--- src/hw/rtl/fsac_pkg.sv ---
`timescale 1ns / 1ps
`default_nettype none

package fsac_pkg;

    localparam int WINDOW_TAPS      = 5;
    localparam int ANALOG_CHANNELS  = 5;
    localparam int CONTACT_CHANNELS = 4;
    localparam int SAMPLE_BITS      = 10;

    localparam int WARM_W   = 8;
    localparam int SCALE_W  = 8;
    localparam int VOTE_W   = 3;
    localparam int LEVEL_W  = 8;
    localparam int CFG_IDX_W  = 2;
    localparam int CFG_DATA_W = 8;

    localparam logic [WARM_W-1:0]  WARMUP_RESET = WARM_W'(20);
    localparam logic [SCALE_W-1:0] SCALE_RESET  = SCALE_W'(90);
    localparam logic [VOTE_W-1:0]  VOTE_RESET   = VOTE_W'(3);

    typedef enum logic [CFG_IDX_W-1:0] {
        CFG_WARMUP = 2'd0,
        CFG_SCALE  = 2'd1,
        CFG_VOTE   = 2'd2
    } t_cfg_idx;

    localparam int CH_W = (ANALOG_CHANNELS > 1) ? $clog2(ANALOG_CHANNELS) : 1;
    localparam logic [CH_W-1:0] CH_LAST = CH_W'(ANALOG_CHANNELS - 1);

    // moving average: window sum and exact floor division by reciprocal
    localparam int AVG_L     = $clog2(WINDOW_TAPS);
    localparam int SUM_W     = SAMPLE_BITS + AVG_L;
    localparam int AVG_SHIFT = SUM_W + AVG_L;
    localparam int RECIP_W   = SUM_W + 1;
    localparam int PROD_W    = SUM_W + RECIP_W;
    localparam int AVG_RECIP_I = ((1 << AVG_SHIFT) + WINDOW_TAPS - 1) / WINDOW_TAPS;
    localparam logic [RECIP_W-1:0] AVG_RECIP = RECIP_W'(AVG_RECIP_I);

    localparam int CSUM_W = $clog2(WINDOW_TAPS + 1);

    localparam int PEAK_W    = SAMPLE_BITS + 1;
    localparam int NUM_RAW_W = SAMPLE_BITS + SCALE_W;
    localparam int DIV_NUM_W = NUM_RAW_W + (NUM_RAW_W % 2);
    localparam int DIV_DEN_W = PEAK_W;
    localparam int DIV_BITS  = 2;
    localparam int DIV_STEPS = DIV_NUM_W / DIV_BITS;
    localparam int DIV_CNT_W = $clog2(DIV_STEPS);

    typedef struct packed {
        logic [SAMPLE_BITS-1:0] analog_0;
        logic [SAMPLE_BITS-1:0] analog_1;
        logic [SAMPLE_BITS-1:0] analog_2;
        logic [SAMPLE_BITS-1:0] analog_3;
        logic [SAMPLE_BITS-1:0] analog_4;
        logic                   contact_0;
        logic                   contact_1;
        logic                   contact_2;
        logic                   contact_3;
    } t_in_item;

    typedef struct packed {
        logic [LEVEL_W-1:0] level_0;
        logic [LEVEL_W-1:0] level_1;
        logic [LEVEL_W-1:0] level_2;
        logic [LEVEL_W-1:0] level_3;
        logic [LEVEL_W-1:0] level_4;
        logic               switch_0;
        logic               switch_1;
        logic               switch_2;
        logic               switch_3;
    } t_out_item;

endpackage

`default_nettype wire

--- src/hw/rtl/flex_sensor_autocal_conditioner_top.sv ---
// Flex sensor conditioner with self-calibrating range.
// Input channel (i_in_valid / o_in_ready / i_in_item): one item per scan with
// five raw bend samples and four raw contact bits. Output channel
// (o_out_valid / i_out_ready / o_out_item): one item per scan with five
// calibrated levels (0..full_scale) and four debounced switch states.
// Config channel (i_cfg_valid / o_cfg_ready / i_cfg_index / i_cfg_data):
// 0 warm-up scans, 1 full scale, 2 vote threshold; always ready, write only
// while no scan is in flight.
// Each bend channel steps through window sum, reciprocal multiply, min/max
// update, scale multiply and a pass through the shared radix-4 divider,
// which all five channels use in turn. The contacts are then voted and the
// output register is loaded. One scan is taken at a time: a new item is
// accepted only once the block is back in idle.
// The output register frees the input side: a new item is accepted while an
// earlier result still waits; if the receiver stalls for longer, the block
// holds at the end of the next scan until the output register is taken.
// Reset (synchronous, active low) clears the calibration, the priming of all
// windows and the scan counter and loads the register defaults.
`timescale 1ns / 1ps
`default_nettype none

module flex_sensor_autocal_conditioner_top (
    input  wire logic                            i_clk,
    input  wire logic                            i_rst_n,
    input  wire logic                            i_in_valid,
    output logic                                 o_in_ready,
    input  wire fsac_pkg::t_in_item              i_in_item,
    output logic                                 o_out_valid,
    input  wire logic                            i_out_ready,
    output fsac_pkg::t_out_item                  o_out_item,
    input  wire logic                            i_cfg_valid,
    output logic                                 o_cfg_ready,
    input  wire logic [fsac_pkg::CFG_IDX_W-1:0]  i_cfg_index,
    input  wire logic [fsac_pkg::CFG_DATA_W-1:0] i_cfg_data
);

    typedef enum logic [2:0] {
        S_IDLE,
        S_SUM,
        S_AVG,
        S_CAL,
        S_MUL,
        S_DIV,
        S_CONTACT,
        S_OUT
    } t_state;

    t_state                           r_state;
    logic [fsac_pkg::CH_W-1:0]        r_ch;
    logic                             r_warm;
    logic                             r_div_start;
    logic                             r_out_valid;
    logic [fsac_pkg::WARM_W-1:0]      r_scan;
    logic [fsac_pkg::WARM_W-1:0]      r_warmup;
    logic [fsac_pkg::SCALE_W-1:0]     r_scale;
    logic [fsac_pkg::VOTE_W-1:0]      r_vote;
    logic                             r_aprimed [fsac_pkg::ANALOG_CHANNELS];
    logic                             r_known   [fsac_pkg::ANALOG_CHANNELS];
    logic                             r_cprimed [fsac_pkg::CONTACT_CHANNELS];

    fsac_pkg::t_in_item               r_in;
    fsac_pkg::t_out_item              r_out;
    logic [fsac_pkg::SAMPLE_BITS-1:0] r_awin
        [fsac_pkg::ANALOG_CHANNELS][fsac_pkg::WINDOW_TAPS];
    logic [fsac_pkg::WINDOW_TAPS-1:0] r_cwin  [fsac_pkg::CONTACT_CHANNELS];
    logic [fsac_pkg::PEAK_W-1:0]      r_peak  [fsac_pkg::ANALOG_CHANNELS];
    logic [fsac_pkg::SAMPLE_BITS-1:0] r_floor [fsac_pkg::ANALOG_CHANNELS];
    logic [fsac_pkg::LEVEL_W-1:0]     r_level [fsac_pkg::ANALOG_CHANNELS];
    logic                             r_sw    [fsac_pkg::CONTACT_CHANNELS];
    logic [fsac_pkg::SUM_W-1:0]       r_sum;
    logic [fsac_pkg::SAMPLE_BITS-1:0] r_v;
    logic [fsac_pkg::DIV_NUM_W-1:0]   r_num;
    logic [fsac_pkg::DIV_DEN_W-1:0]   r_den;

    logic [fsac_pkg::SAMPLE_BITS-1:0] asamp [fsac_pkg::ANALOG_CHANNELS];
    logic                             cbit  [fsac_pkg::CONTACT_CHANNELS];
    logic [fsac_pkg::SAMPLE_BITS-1:0] n_awin [fsac_pkg::WINDOW_TAPS];
    logic [fsac_pkg::SUM_W-1:0]       n_sum;
    logic [fsac_pkg::WINDOW_TAPS-1:0] n_cwin [fsac_pkg::CONTACT_CHANNELS];
    logic                             n_sw   [fsac_pkg::CONTACT_CHANNELS];
    logic [fsac_pkg::PROD_W-1:0]      avg_prod;
    logic [fsac_pkg::SAMPLE_BITS-1:0] span;
    logic                             div_done;
    logic [fsac_pkg::DIV_NUM_W-1:0]   div_quo;

    assign o_in_ready  = (r_state == S_IDLE);
    assign o_out_valid = r_out_valid;
    assign o_out_item  = r_out;
    assign o_cfg_ready = 1'b1;

    always_comb begin
        asamp[0] = r_in.analog_0;
        asamp[1] = r_in.analog_1;
        asamp[2] = r_in.analog_2;
        asamp[3] = r_in.analog_3;
        asamp[4] = r_in.analog_4;
        cbit[0]  = r_in.contact_0;
        cbit[1]  = r_in.contact_1;
        cbit[2]  = r_in.contact_2;
        cbit[3]  = r_in.contact_3;
    end

    // new window of the current channel: shift in, or fill on first sample
    always_comb begin
        n_sum = '0;
        if (r_aprimed[r_ch]) begin
            n_awin[0] = asamp[r_ch];
            for (int t = 1; t < fsac_pkg::WINDOW_TAPS; t++) begin
                n_awin[t] = r_awin[r_ch][t-1];
            end
        end else begin
            for (int t = 0; t < fsac_pkg::WINDOW_TAPS; t++) begin
                n_awin[t] = asamp[r_ch];
            end
        end
        for (int t = 0; t < fsac_pkg::WINDOW_TAPS; t++) begin
            n_sum = n_sum + fsac_pkg::SUM_W'(n_awin[t]);
        end
    end

    always_comb begin
        logic [fsac_pkg::CSUM_W-1:0] csum;
        csum = '0;
        for (int c = 0; c < fsac_pkg::CONTACT_CHANNELS; c++) begin
            if (r_cprimed[c]) begin
                n_cwin[c] = {r_cwin[c][fsac_pkg::WINDOW_TAPS-2:0], cbit[c]};
                csum      = '0;
                for (int t = 0; t < fsac_pkg::WINDOW_TAPS; t++) begin
                    csum = csum + fsac_pkg::CSUM_W'(n_cwin[c][t]);
                end
                n_sw[c] = (int'(csum) > int'(r_vote));
            end else begin
                n_cwin[c] = {fsac_pkg::WINDOW_TAPS{cbit[c]}};
                n_sw[c]   = cbit[c];
            end
        end
    end

    assign avg_prod = fsac_pkg::PROD_W'(r_sum) * fsac_pkg::PROD_W'(fsac_pkg::AVG_RECIP);
    assign span     = r_v - r_floor[r_ch];

    fsac_div u_div (
        .i_clk   (i_clk),
        .i_rst_n (i_rst_n),
        .i_start (r_div_start),
        .i_num   (r_num),
        .i_den   (r_den),
        .o_done  (div_done),
        .o_quo   (div_quo)
    );

    always_ff @(posedge i_clk) begin
        if (!i_rst_n) begin
            r_state     <= S_IDLE;
            r_ch        <= '0;
            r_warm      <= 1'b0;
            r_div_start <= 1'b0;
            r_out_valid <= 1'b0;
            r_scan      <= '0;
            r_warmup    <= fsac_pkg::WARMUP_RESET;
            r_scale     <= fsac_pkg::SCALE_RESET;
            r_vote      <= fsac_pkg::VOTE_RESET;
            for (int a = 0; a < fsac_pkg::ANALOG_CHANNELS; a++) begin
                r_aprimed[a] <= 1'b0;
                r_known[a]   <= 1'b0;
            end
            for (int c = 0; c < fsac_pkg::CONTACT_CHANNELS; c++) begin
                r_cprimed[c] <= 1'b0;
            end
        end else begin
            if (i_cfg_valid) begin
                case (fsac_pkg::t_cfg_idx'(i_cfg_index))
                    fsac_pkg::CFG_WARMUP: r_warmup <= i_cfg_data[fsac_pkg::WARM_W-1:0];
                    fsac_pkg::CFG_SCALE:  r_scale  <= i_cfg_data[fsac_pkg::SCALE_W-1:0];
                    fsac_pkg::CFG_VOTE:   r_vote   <= i_cfg_data[fsac_pkg::VOTE_W-1:0];
                    default: ;
                endcase
            end
            if (r_out_valid && i_out_ready && (r_state != S_OUT)) begin
                r_out_valid <= 1'b0;
            end
            r_div_start <= (r_state == S_MUL);
            case (r_state)
                S_IDLE: begin
                    if (i_in_valid) begin
                        r_warm  <= (r_scan < r_warmup);
                        r_ch    <= '0;
                        r_state <= S_SUM;
                    end
                end
                S_SUM: begin
                    r_aprimed[r_ch] <= 1'b1;
                    r_state         <= S_AVG;
                end
                S_AVG: begin
                    r_state <= S_CAL;
                end
                S_CAL: begin
                    if (!r_known[r_ch] || ({1'b0, r_v} > r_peak[r_ch])) begin
                        r_known[r_ch] <= 1'b1;
                    end
                    r_state <= S_MUL;
                end
                S_MUL: begin
                    r_state <= S_DIV;
                end
                S_DIV: begin
                    if (div_done) begin
                        if (r_ch == fsac_pkg::CH_LAST) begin
                            r_state <= S_CONTACT;
                        end else begin
                            r_ch    <= r_ch + 1'b1;
                            r_state <= S_SUM;
                        end
                    end
                end
                S_CONTACT: begin
                    for (int c = 0; c < fsac_pkg::CONTACT_CHANNELS; c++) begin
                        r_cprimed[c] <= 1'b1;
                    end
                    if (r_warm) begin
                        r_scan <= r_scan + 1'b1;
                    end
                    r_state <= S_OUT;
                end
                S_OUT: begin
                    if (!r_out_valid || i_out_ready) begin
                        r_out_valid <= 1'b1;
                        r_state     <= S_IDLE;
                    end
                end
                default: begin
                    r_state <= S_IDLE;
                end
            endcase
        end
    end

    always_ff @(posedge i_clk) begin
        case (r_state)
            S_IDLE: begin
                if (i_in_valid) begin
                    r_in <= i_in_item;
                end
            end
            S_SUM: begin
                for (int t = 0; t < fsac_pkg::WINDOW_TAPS; t++) begin
                    r_awin[r_ch][t] <= n_awin[t];
                end
                r_sum <= n_sum;
            end
            S_AVG: begin
                r_v <= fsac_pkg::SAMPLE_BITS'(avg_prod >> fsac_pkg::AVG_SHIFT);
            end
            S_CAL: begin
                if (!r_known[r_ch] || ({1'b0, r_v} > r_peak[r_ch])) begin
                    r_peak[r_ch] <= fsac_pkg::PEAK_W'({1'b0, r_v}) + fsac_pkg::PEAK_W'(1);
                end
                if (r_warm || (r_v < r_floor[r_ch])) begin
                    r_floor[r_ch] <= r_v;
                end
            end
            S_MUL: begin
                r_num <= fsac_pkg::DIV_NUM_W'(fsac_pkg::DIV_NUM_W'(span) *
                                              fsac_pkg::DIV_NUM_W'(r_scale));
                r_den <= r_peak[r_ch] - fsac_pkg::PEAK_W'(r_floor[r_ch]);
            end
            S_DIV: begin
                if (div_done) begin
                    r_level[r_ch] <= (r_den == '0) ? '0 : div_quo[fsac_pkg::LEVEL_W-1:0];
                end
            end
            S_CONTACT: begin
                for (int c = 0; c < fsac_pkg::CONTACT_CHANNELS; c++) begin
                    r_cwin[c] <= n_cwin[c];
                    r_sw[c]   <= n_sw[c];
                end
            end
            S_OUT: begin
                if (!r_out_valid || i_out_ready) begin
                    r_out.level_0  <= r_level[0];
                    r_out.level_1  <= r_level[1];
                    r_out.level_2  <= r_level[2];
                    r_out.level_3  <= r_level[3];
                    r_out.level_4  <= r_level[4];
                    r_out.switch_0 <= r_sw[0];
                    r_out.switch_1 <= r_sw[1];
                    r_out.switch_2 <= r_sw[2];
                    r_out.switch_3 <= r_sw[3];
                end
            end
            default: ;
        endcase
    end

    a_accept_starts: assert property (@(posedge i_clk) disable iff (!i_rst_n)
        (i_in_valid && o_in_ready) |=> (r_state == S_SUM) && (r_ch == '0))
        else $error("accepted item did not start at the first channel");

    a_div_start: assert property (@(posedge i_clk) disable iff (!i_rst_n)
        r_div_start |-> (r_state == S_DIV) && ($past(r_state) == S_MUL))
        else $error("divider started outside the scale step");

    a_div_done: assert property (@(posedge i_clk) disable iff (!i_rst_n)
        div_done |-> (r_state == S_DIV) && !r_div_start)
        else $error("divider finished while not awaited");

    a_out_load: assert property (@(posedge i_clk) disable iff (!i_rst_n)
        $rose(r_out_valid) |-> (r_state == S_IDLE) && ($past(r_state) == S_OUT))
        else $error("result shown without finishing a scan");

    a_ch_range: assert property (@(posedge i_clk) disable iff (!i_rst_n)
        (r_state != S_IDLE) |-> (r_ch <= fsac_pkg::CH_LAST))
        else $error("channel counter out of range");

endmodule

`default_nettype wire

--- src/hw/rtl/fsac_div.sv ---
`timescale 1ns / 1ps
`default_nettype none

module fsac_div (
    input  wire logic                           i_clk,
    input  wire logic                           i_rst_n,
    input  wire logic                           i_start,
    input  wire logic [fsac_pkg::DIV_NUM_W-1:0] i_num,
    input  wire logic [fsac_pkg::DIV_DEN_W-1:0] i_den,
    output logic                                o_done,
    output logic [fsac_pkg::DIV_NUM_W-1:0]      o_quo
);

    logic                           r_busy;
    logic [fsac_pkg::DIV_CNT_W-1:0] r_cnt;
    logic [fsac_pkg::DIV_DEN_W-1:0] r_rem;
    logic [fsac_pkg::DIV_NUM_W-1:0] r_quo;
    logic [fsac_pkg::DIV_DEN_W-1:0] r_den;
    logic [fsac_pkg::DIV_DEN_W-1:0] n_rem;
    logic [fsac_pkg::DIV_NUM_W-1:0] n_quo;

    // restoring division, two quotient bits per cycle while busy
    always_comb begin
        logic [fsac_pkg::DIV_DEN_W:0] part;
        n_rem = r_rem;
        n_quo = r_quo;
        part  = '0;
        for (int k = 0; k < fsac_pkg::DIV_BITS; k++) begin
            part  = {n_rem, n_quo[fsac_pkg::DIV_NUM_W-1]};
            n_quo = {n_quo[fsac_pkg::DIV_NUM_W-2:0], 1'b0};
            if (part >= {1'b0, r_den}) begin
                n_rem    = fsac_pkg::DIV_DEN_W'(part - {1'b0, r_den});
                n_quo[0] = 1'b1;
            end else begin
                n_rem = part[fsac_pkg::DIV_DEN_W-1:0];
            end
        end
    end

    assign o_done = r_busy && (r_cnt == '0);
    assign o_quo  = n_quo;

    always_ff @(posedge i_clk) begin
        if (!i_rst_n) begin
            r_busy <= 1'b0;
            r_cnt  <= '0;
        end else if (i_start) begin
            r_busy <= 1'b1;
            r_cnt  <= fsac_pkg::DIV_CNT_W'(fsac_pkg::DIV_STEPS - 1);
        end else if (r_busy) begin
            if (r_cnt == '0) begin
                r_busy <= 1'b0;
            end else begin
                r_cnt <= r_cnt - 1'b1;
            end
        end
    end

    always_ff @(posedge i_clk) begin
        if (i_start) begin
            r_rem <= '0;
            r_quo <= i_num;
            r_den <= i_den;
        end else if (r_busy) begin
            r_rem <= n_rem;
            r_quo <= n_quo;
        end
    end

endmodule

`default_nettype wire
--- config.mk ---
export PLATFORM = sky130hd
export DESIGN_NAME = flex_sensor_autocal_conditioner_top
export DESIGN_NICKNAME = d
export VERILOG_FILES = /design/src/hw/rtl/fsac_pkg.sv /design/src/hw/rtl/flex_sensor_autocal_conditioner_top.sv /design/src/hw/rtl/fsac_div.sv
export SDC_FILE = /design/constraint.sdc
export NUM_CORES = 1
export LEC_CHECK = 0
export ABC_CLOCK_PERIOD_IN_PS = 9100
export BUFFER_PORTS_ARGS = -buffer_cell sky130_fd_sc_hd__buf_2
export CAP_MARGIN = 10
export CORE_MARGIN = 1.5
export CORE_UTILIZATION = 63
export DETAILED_ROUTE_END_ITERATION = 8
export GPL_TIMING_DRIVEN = 0
export PLACE_DENSITY = 0.81
export SYNTH_ARGS = -nofsm -noshare
export SYNTH_HDL_FRONTEND = slang
export SYNTH_SLANG_ARGS = --single-unit
--- constraint.sdc ---
create_clock -name i_clk -period 9.1 [get_ports i_clk]
set_clock_uncertainty 0.15 [all_clocks]
set_input_delay 0.91 -clock i_clk [delete_from_list [all_inputs] [get_ports i_clk]]
set_output_delay 0.91 -clock i_clk [all_outputs]
set_load 0.005 [all_outputs]
==> run metrics, run 1 <==
Startpoint Class register; Worst R2R Setup Slack 0.72 ns; Rows 82; via count 18901; NumNets Final 2895; Sink Count 619; IO Pins 116; Post-CTS Resized 0; final WL 66900 µm; die area 51700 µm²; GPL Wtd Cong 0.916; ranking of synthesized cells by area edfxtp_1, ha_1, fa_1; Post-Synthesis Cells 2285; PortBufs 114; HP Class register to register; largest net degree at the start of global routing 51; commonest cells in the netlist edfxtp_1, inv_1, ha_1, nor2_1, fa_1; CP arrival 8.60 ns; Die Height 227 µm; CTS clk-pin slew, worst paths 0.06 ns; drt via density 5.90; count leader, synth edfxtp_1; TritonCTS clock tree done; total grt overflow 0; most frequent CP cell fa_1; most common flop cell mapped by yosys edfxtp_1; Initial DRC Count 1408; area of the core 49900 µm²; met2 Usage GRT 47.7%; H-Tree Depth 2; Tmin final 8.38 ns; Root Buffer clkbuf_16; max-slew violations 0; GRT met3 Usage 3.27%; starting density of the core 63.6%; Max-Cap Viols 0; gr busiest metal met2; fmax 119 MHz; Setup TNS 0 ns; Slowest-stage cell, CP buf_1; mapped cell area 31700 µm²; antenna violations before repair 0; status finished, final reports clean; Crit path largest cell delay 0.76 ns; Post-CTS Setup Bufs 0; Synth cell types 67; Net Count, Synth 2703; CTS Hold Bufs 0; Rel. slew slack 14.2%; Crit path required time 9.33 ns; synth warn 0; Slew @ Worst Pin 1.28 ns; register bit total from synthesis 619; detailed-route DRC error count 0; kind of critical path register to register; register area share after synthesis 56.3%; unrepaired setup endpoints after global routing false; global-route wire length before repair 105000 µm; number of synthesized flops with an enable pin 545; worst skew pair latency 0.65 ns; Fin. Hold Viols 0; Layout area overhead 12.0%; CP Max Fanout 10; deepest clock path buffer count 3; Mapped Avg Cell Area 13.9 µm²; die width 227 µm; Crit. End Element register; CTS buffer count 61; GRT Resource Usage Total 26.6%; GRT met1 Usage 33.0%; fin crit share 92.0%; cell taking the most area after synthesis edfxtp_1; vias in the first global route 19823; drt pass-1 iters 7; Async S/R FF share, synth 0%; Final ANT Viol Nets 0; DP Wirelength 47300 µm; Avg WL per Cell 20.9 µm; layout cell share with drive strength beyond 1 13.6%; share of the synthesized area in the top cell type 51.6%; final setup violation count 0
## cells in the final DEF (no fill, tap or decap), types with 10 or more instances in the layout
cell / instances
edfxtp_1: 545
inv_1: 237
ha_1: 217
nor2_1: 140
fa_1: 132
nand2_1: 130
buf_2: 122
a21oi_1: 99
mux2i_1: 81
dfxtp_1: 74
and2_1: 66
mux4_2: 65
clkbuf_16: 63
clkbuf_1: 60
xnor2_1: 48
nand3_1: 32
xor2_1: 27
a21o_1: 26
nor3_1: 23
mux2_2: 23
nor2b_1: 20
o21ai_1: 19
o21ai_0: 17
nand2b_1: 15
a22oi_1: 12
o22ai_1: 12
buf_1: 10
o21bai_1: 10
a211oi_1: 10
## registers in the layout (all words and copies together), names as in the netlist, 4 cells and up, named ones only
signal       cells
r_awin         200
r_sw             4
r_scan           8
r_cwin          16
u_div.r_rem     11
u_div.r_den     11
r_floor         50
r_scale          8
u_div.r_quo     18
r_num           18
r_den           11
r_peak          55
r_level         40
r_v             10
r_cprimed        4
r_aprimed        8
u_div.r_cnt      4
o_out_item      44
r_sum           13
r_warmup         8
asamp           50
cbit             4
r_known          8
## routing by layer
| layer | wire, µm | up-vias |
|---|---|---|
| li1 | - | 8654 |
| met1 | 25800 | 9382 |
| met2 | 35200 | 709 |
| met3 | 3790 | 156 |
| met4 | 2170 | 0 |
| met5 | 0 | - |
## cell type report
cell class	count	area [µm²]
Clock inverter	38	430
Antenna cell	1	2.50
Inverter	238	893
Tap cell	672	841
Timing Repair Buffer	129	812
Buffer	66	262
Clock buffer	76	1630
Fill cell	3137	14400
Sequential cell	619	17800
Multi-Input combinational cell	1362	12800
## kinds of logic after synthesis
family	Yosys count	synth area share, %
DFF	619	56.3
and+or+nand+nor	486	7.23
adders and majority gates	349	16.9
buffers and inverters	304	3.64
AOI/OAI and AO/OA	274	5.60
muxes	177	8.27
xor gates and xnor gates	75	2.07
other	1	0.0118
## stage by stage
stage          util [%]  std cells  worst slack, ns  cell area (µm²)  hold WS, ns
5_1_grt            71.2       3200            0.185            35500        0.264
2_1_floorplan         -       2285             2.02            31700        0.250
3_5_place_dp       67.1       3086            0.787            33400        0.255
4_1_cts            71.2       3200            0.742            35500        0.260
6_report           71.2       3201            0.725            35500        0.262
3_3_place_gp       66.4       3071            0.888            33100        0.251
## critical path, delay by kind of cell (launching register included)
kind | cells | cell delay [ns]
multiplexers | 2 | 1.01
XOR/XNOR | 1 | 0.08
AO/OA/AOI/OAI | 10 | 1.95
buffers and inverters | 4 | 1.34
adder cells (fa/ha/maj) | 6 | 2.66
AND/OR/NAND/NOR | 3 | 0.54
flip-flops | 1 | 0.38
## final timing paths
kind,startpoint,endpoint,cells after the start
worst max-delay path,register,r_num[16],26
worst min-delay path,r_level[0][1],o_out_item[37],0
worst max register to register,register,r_num[16],26
worst min register to register,r_level[0][1],o_out_item[37],0
Power of run 1 is not shown: default switching activity piles up to over one toggle a cycle in this logic, so the estimate is an artifact.
==> inputs of run 2 (changes only) <==
--- a/config.mk
+++ b/config.mk
@@ -12,6 +12,7 @@
 export CORE_UTILIZATION = 63
 export DETAILED_ROUTE_END_ITERATION = 8
 export GPL_TIMING_DRIVEN = 0
+export MAX_ROUTING_LAYER = met4
 export PLACE_DENSITY = 0.81
 export SYNTH_ARGS = -nofsm -noshare
 export SYNTH_HDL_FRONTEND = slang
==> run metrics, run 2 (same netlist as run 1, synthesis figures left out) <==
final setup violation count 0 (unchanged); R2R Path End r_num[16] (unchanged); final WL 66200 µm (was 66900 µm); Slowest-stage cell, CP clkbuf_1 (was buf_1); GPL Wtd Cong 0.929 (was 0.916); Rel. slew slack 18.2% (was 14.2%); Slew @ Worst Pin 1.22 ns (was 1.28 ns); Worst R2R Setup Slack 0.76 ns (was 0.72 ns); die area 51700 µm² (unchanged); TritonCTS clock tree done (unchanged); CP arrival 8.56 ns (was 8.60 ns); Hold Path Stages 0 (unchanged); Crit path largest cell delay 0.64 ns (was 0.76 ns); most frequent cells in the layout edfxtp_1, inv_1, ha_1, nor2_1, fa_1 (unchanged); Setup TNS 0 ns (unchanged); global-route wire length before repair 103000 µm (was 105000 µm); hold path endpoint o_out_item[31] (was o_out_item[37]); GRT Resource Usage Total 26.9% (was 26.6%); commonest non-fill, non-tap cell in the layout edfxtp_1 (unchanged); FF/Latch Area 17800 µm² (unchanged); IO Pins 116 (unchanged); Crit path required time 9.32 ns (was 9.33 ns); Max-Cap Viols 0 (unchanged); Post-CTS Resized 0 (unchanged); status finished, final reports clean (unchanged); H-Tree Depth 2 (unchanged); drt via density 5.92 (was 5.90); Sink Count 619 (unchanged); area of the core 49900 µm² (unchanged); kind of critical path register to register (unchanged); drt pass-1 iters 5 (was 7); R2R cell count 28 (was 26); HP Class register to register (unchanged); Avg WL per Cell 20.7 µm (was 20.9 µm); detailed-route DRC error count 0 (unchanged); hold_ws 0.263 ns (was 0.262 ns); PortBufs 114 (unchanged); largest net degree at the start of global routing 42 (was 51); Top reg by flops r_awin (unchanged); total grt overflow 0 (unchanged); Root Buffer clkbuf_16 (unchanged); via count 18939 (was 18901); fin area 35500 µm² (about the same); CTS clk-pin slew, worst paths 0.06 ns (about the same); dpl cell area 33400 µm² (about the same); Die Height 227 µm (unchanged); CP Max Fanout 10 (unchanged); unrepaired setup endpoints after global routing false (unchanged); fin crit share 91.6% (was 92.0%); max-slew violations 0 (unchanged); Initial DRC Count 1636 (was 1408); top cell family by delay on the critical path adder cells (unchanged); NumNets Final 2894 (was 2895); Crit. End Element register (unchanged); starting density of the core 63.6% (unchanged); Fill cells 3135 (was 3137); max reg flops 200 (unchanged); CTS buffer count 59 (was 61); antenna violations before repair 0 (unchanged); Startpoint Class register (unchanged); Fin. Hold Viols 0 (unchanged); die width 227 µm (unchanged); Tmin final 8.34 ns (was 8.38 ns); vias in the first global route 19578 (was 19823); Multi-input gate area 12800 µm² (unchanged); Layout area overhead 12.0% (about the same); Rows 82 (unchanged); most frequent CP cell fa_1 (unchanged); layout cell share with drive strength beyond 1 13.8% (was 13.6%); Final ANT Viol Nets 0 (unchanged); worst skew pair latency 0.63 ns (was 0.65 ns); Post-CTS Setup Bufs 0 (unchanged); WP buf/inv 5 (was 4); deepest clock path buffer count 3 (unchanged); Hold Crit Start r_level[1][3] (was r_level[0][1]); biggest regs r_awin (200), r_peak (55) (unchanged); fmax 120 MHz (was 119 MHz); CTS Hold Bufs 0 (unchanged); DP Wirelength 46400 µm (was 47300 µm)
-- run 2: cell count changes in the layout (fill, tap and decap cells not counted), sizes merged, moves of 4 or more --
cell	before	now
bufinv	6	10
clkbuf	123	115
clkinv	22	29
clkinvlp	6	2
-- run 2: area by class of cell --
type	count	share of cell area [%]
Sequential cell	619	50.3
Multi-Input combinational cell	1362	36.0
Clock buffer	68	4.31
Inverter	238	2.52
Tap cell	672	2.37
Timing Repair Buffer	130	2.31
Clock inverter	44	1.46
Buffer	66	0.740
Antenna cell	2	0.0141
-- run 2: how the worst max path moves through the flow --
stage               depth (start not counted)  startpoint   endpoint  slack, ns
finish                                     28    register  r_num[16]       0.76
global route                               26    register  r_num[16]       0.26
CTS                                        26    register  r_num[16]       0.79
detailed placement                         26    register  r_num[16]       0.78
global placement                           26    register  r_num[16]       0.90
floorplan                                  26    register  r_num[16]       2.02
-- run 2: worst register-to-register path: cells and delay by family, from the launching register on --
kind | cells | cell delay (ns)
adder cells (fa/ha/maj) | 7 | 2.90
AO/OA/AOI/OAI | 10 | 1.84
buffers and inverters | 5 | 1.42
multiplexers | 2 | 0.55
AND/OR/NAND/NOR | 2 | 0.45
XOR/XNOR | 2 | 0.44
flip-flops | 1 | 0.34
-- run 2: through the flow --
step | utilization [%] | instances | worst slack [ns]
finish | 71.2 | 3201 | 0.763
global route | 71.2 | 3199 | 0.259
CTS | 71.2 | 3197 | 0.787
detailed placement | 67.0 | 3085 | 0.780
global placement | 66.4 | 3071 | 0.899
floorplan | - | 2285 | 2.02
-- run 2: metal layers --
layer  share of wire [%]  track usage (%)  vias to the layer above
li1                    -                -                     8637
met1                  39             32.6                     9494
met2                  52             46.2                      643
met3                 5.6             3.37                      165
met4                 3.7             10.7                        0
met5                   0                -                        -
Power of run 2 is left out for the same reason.
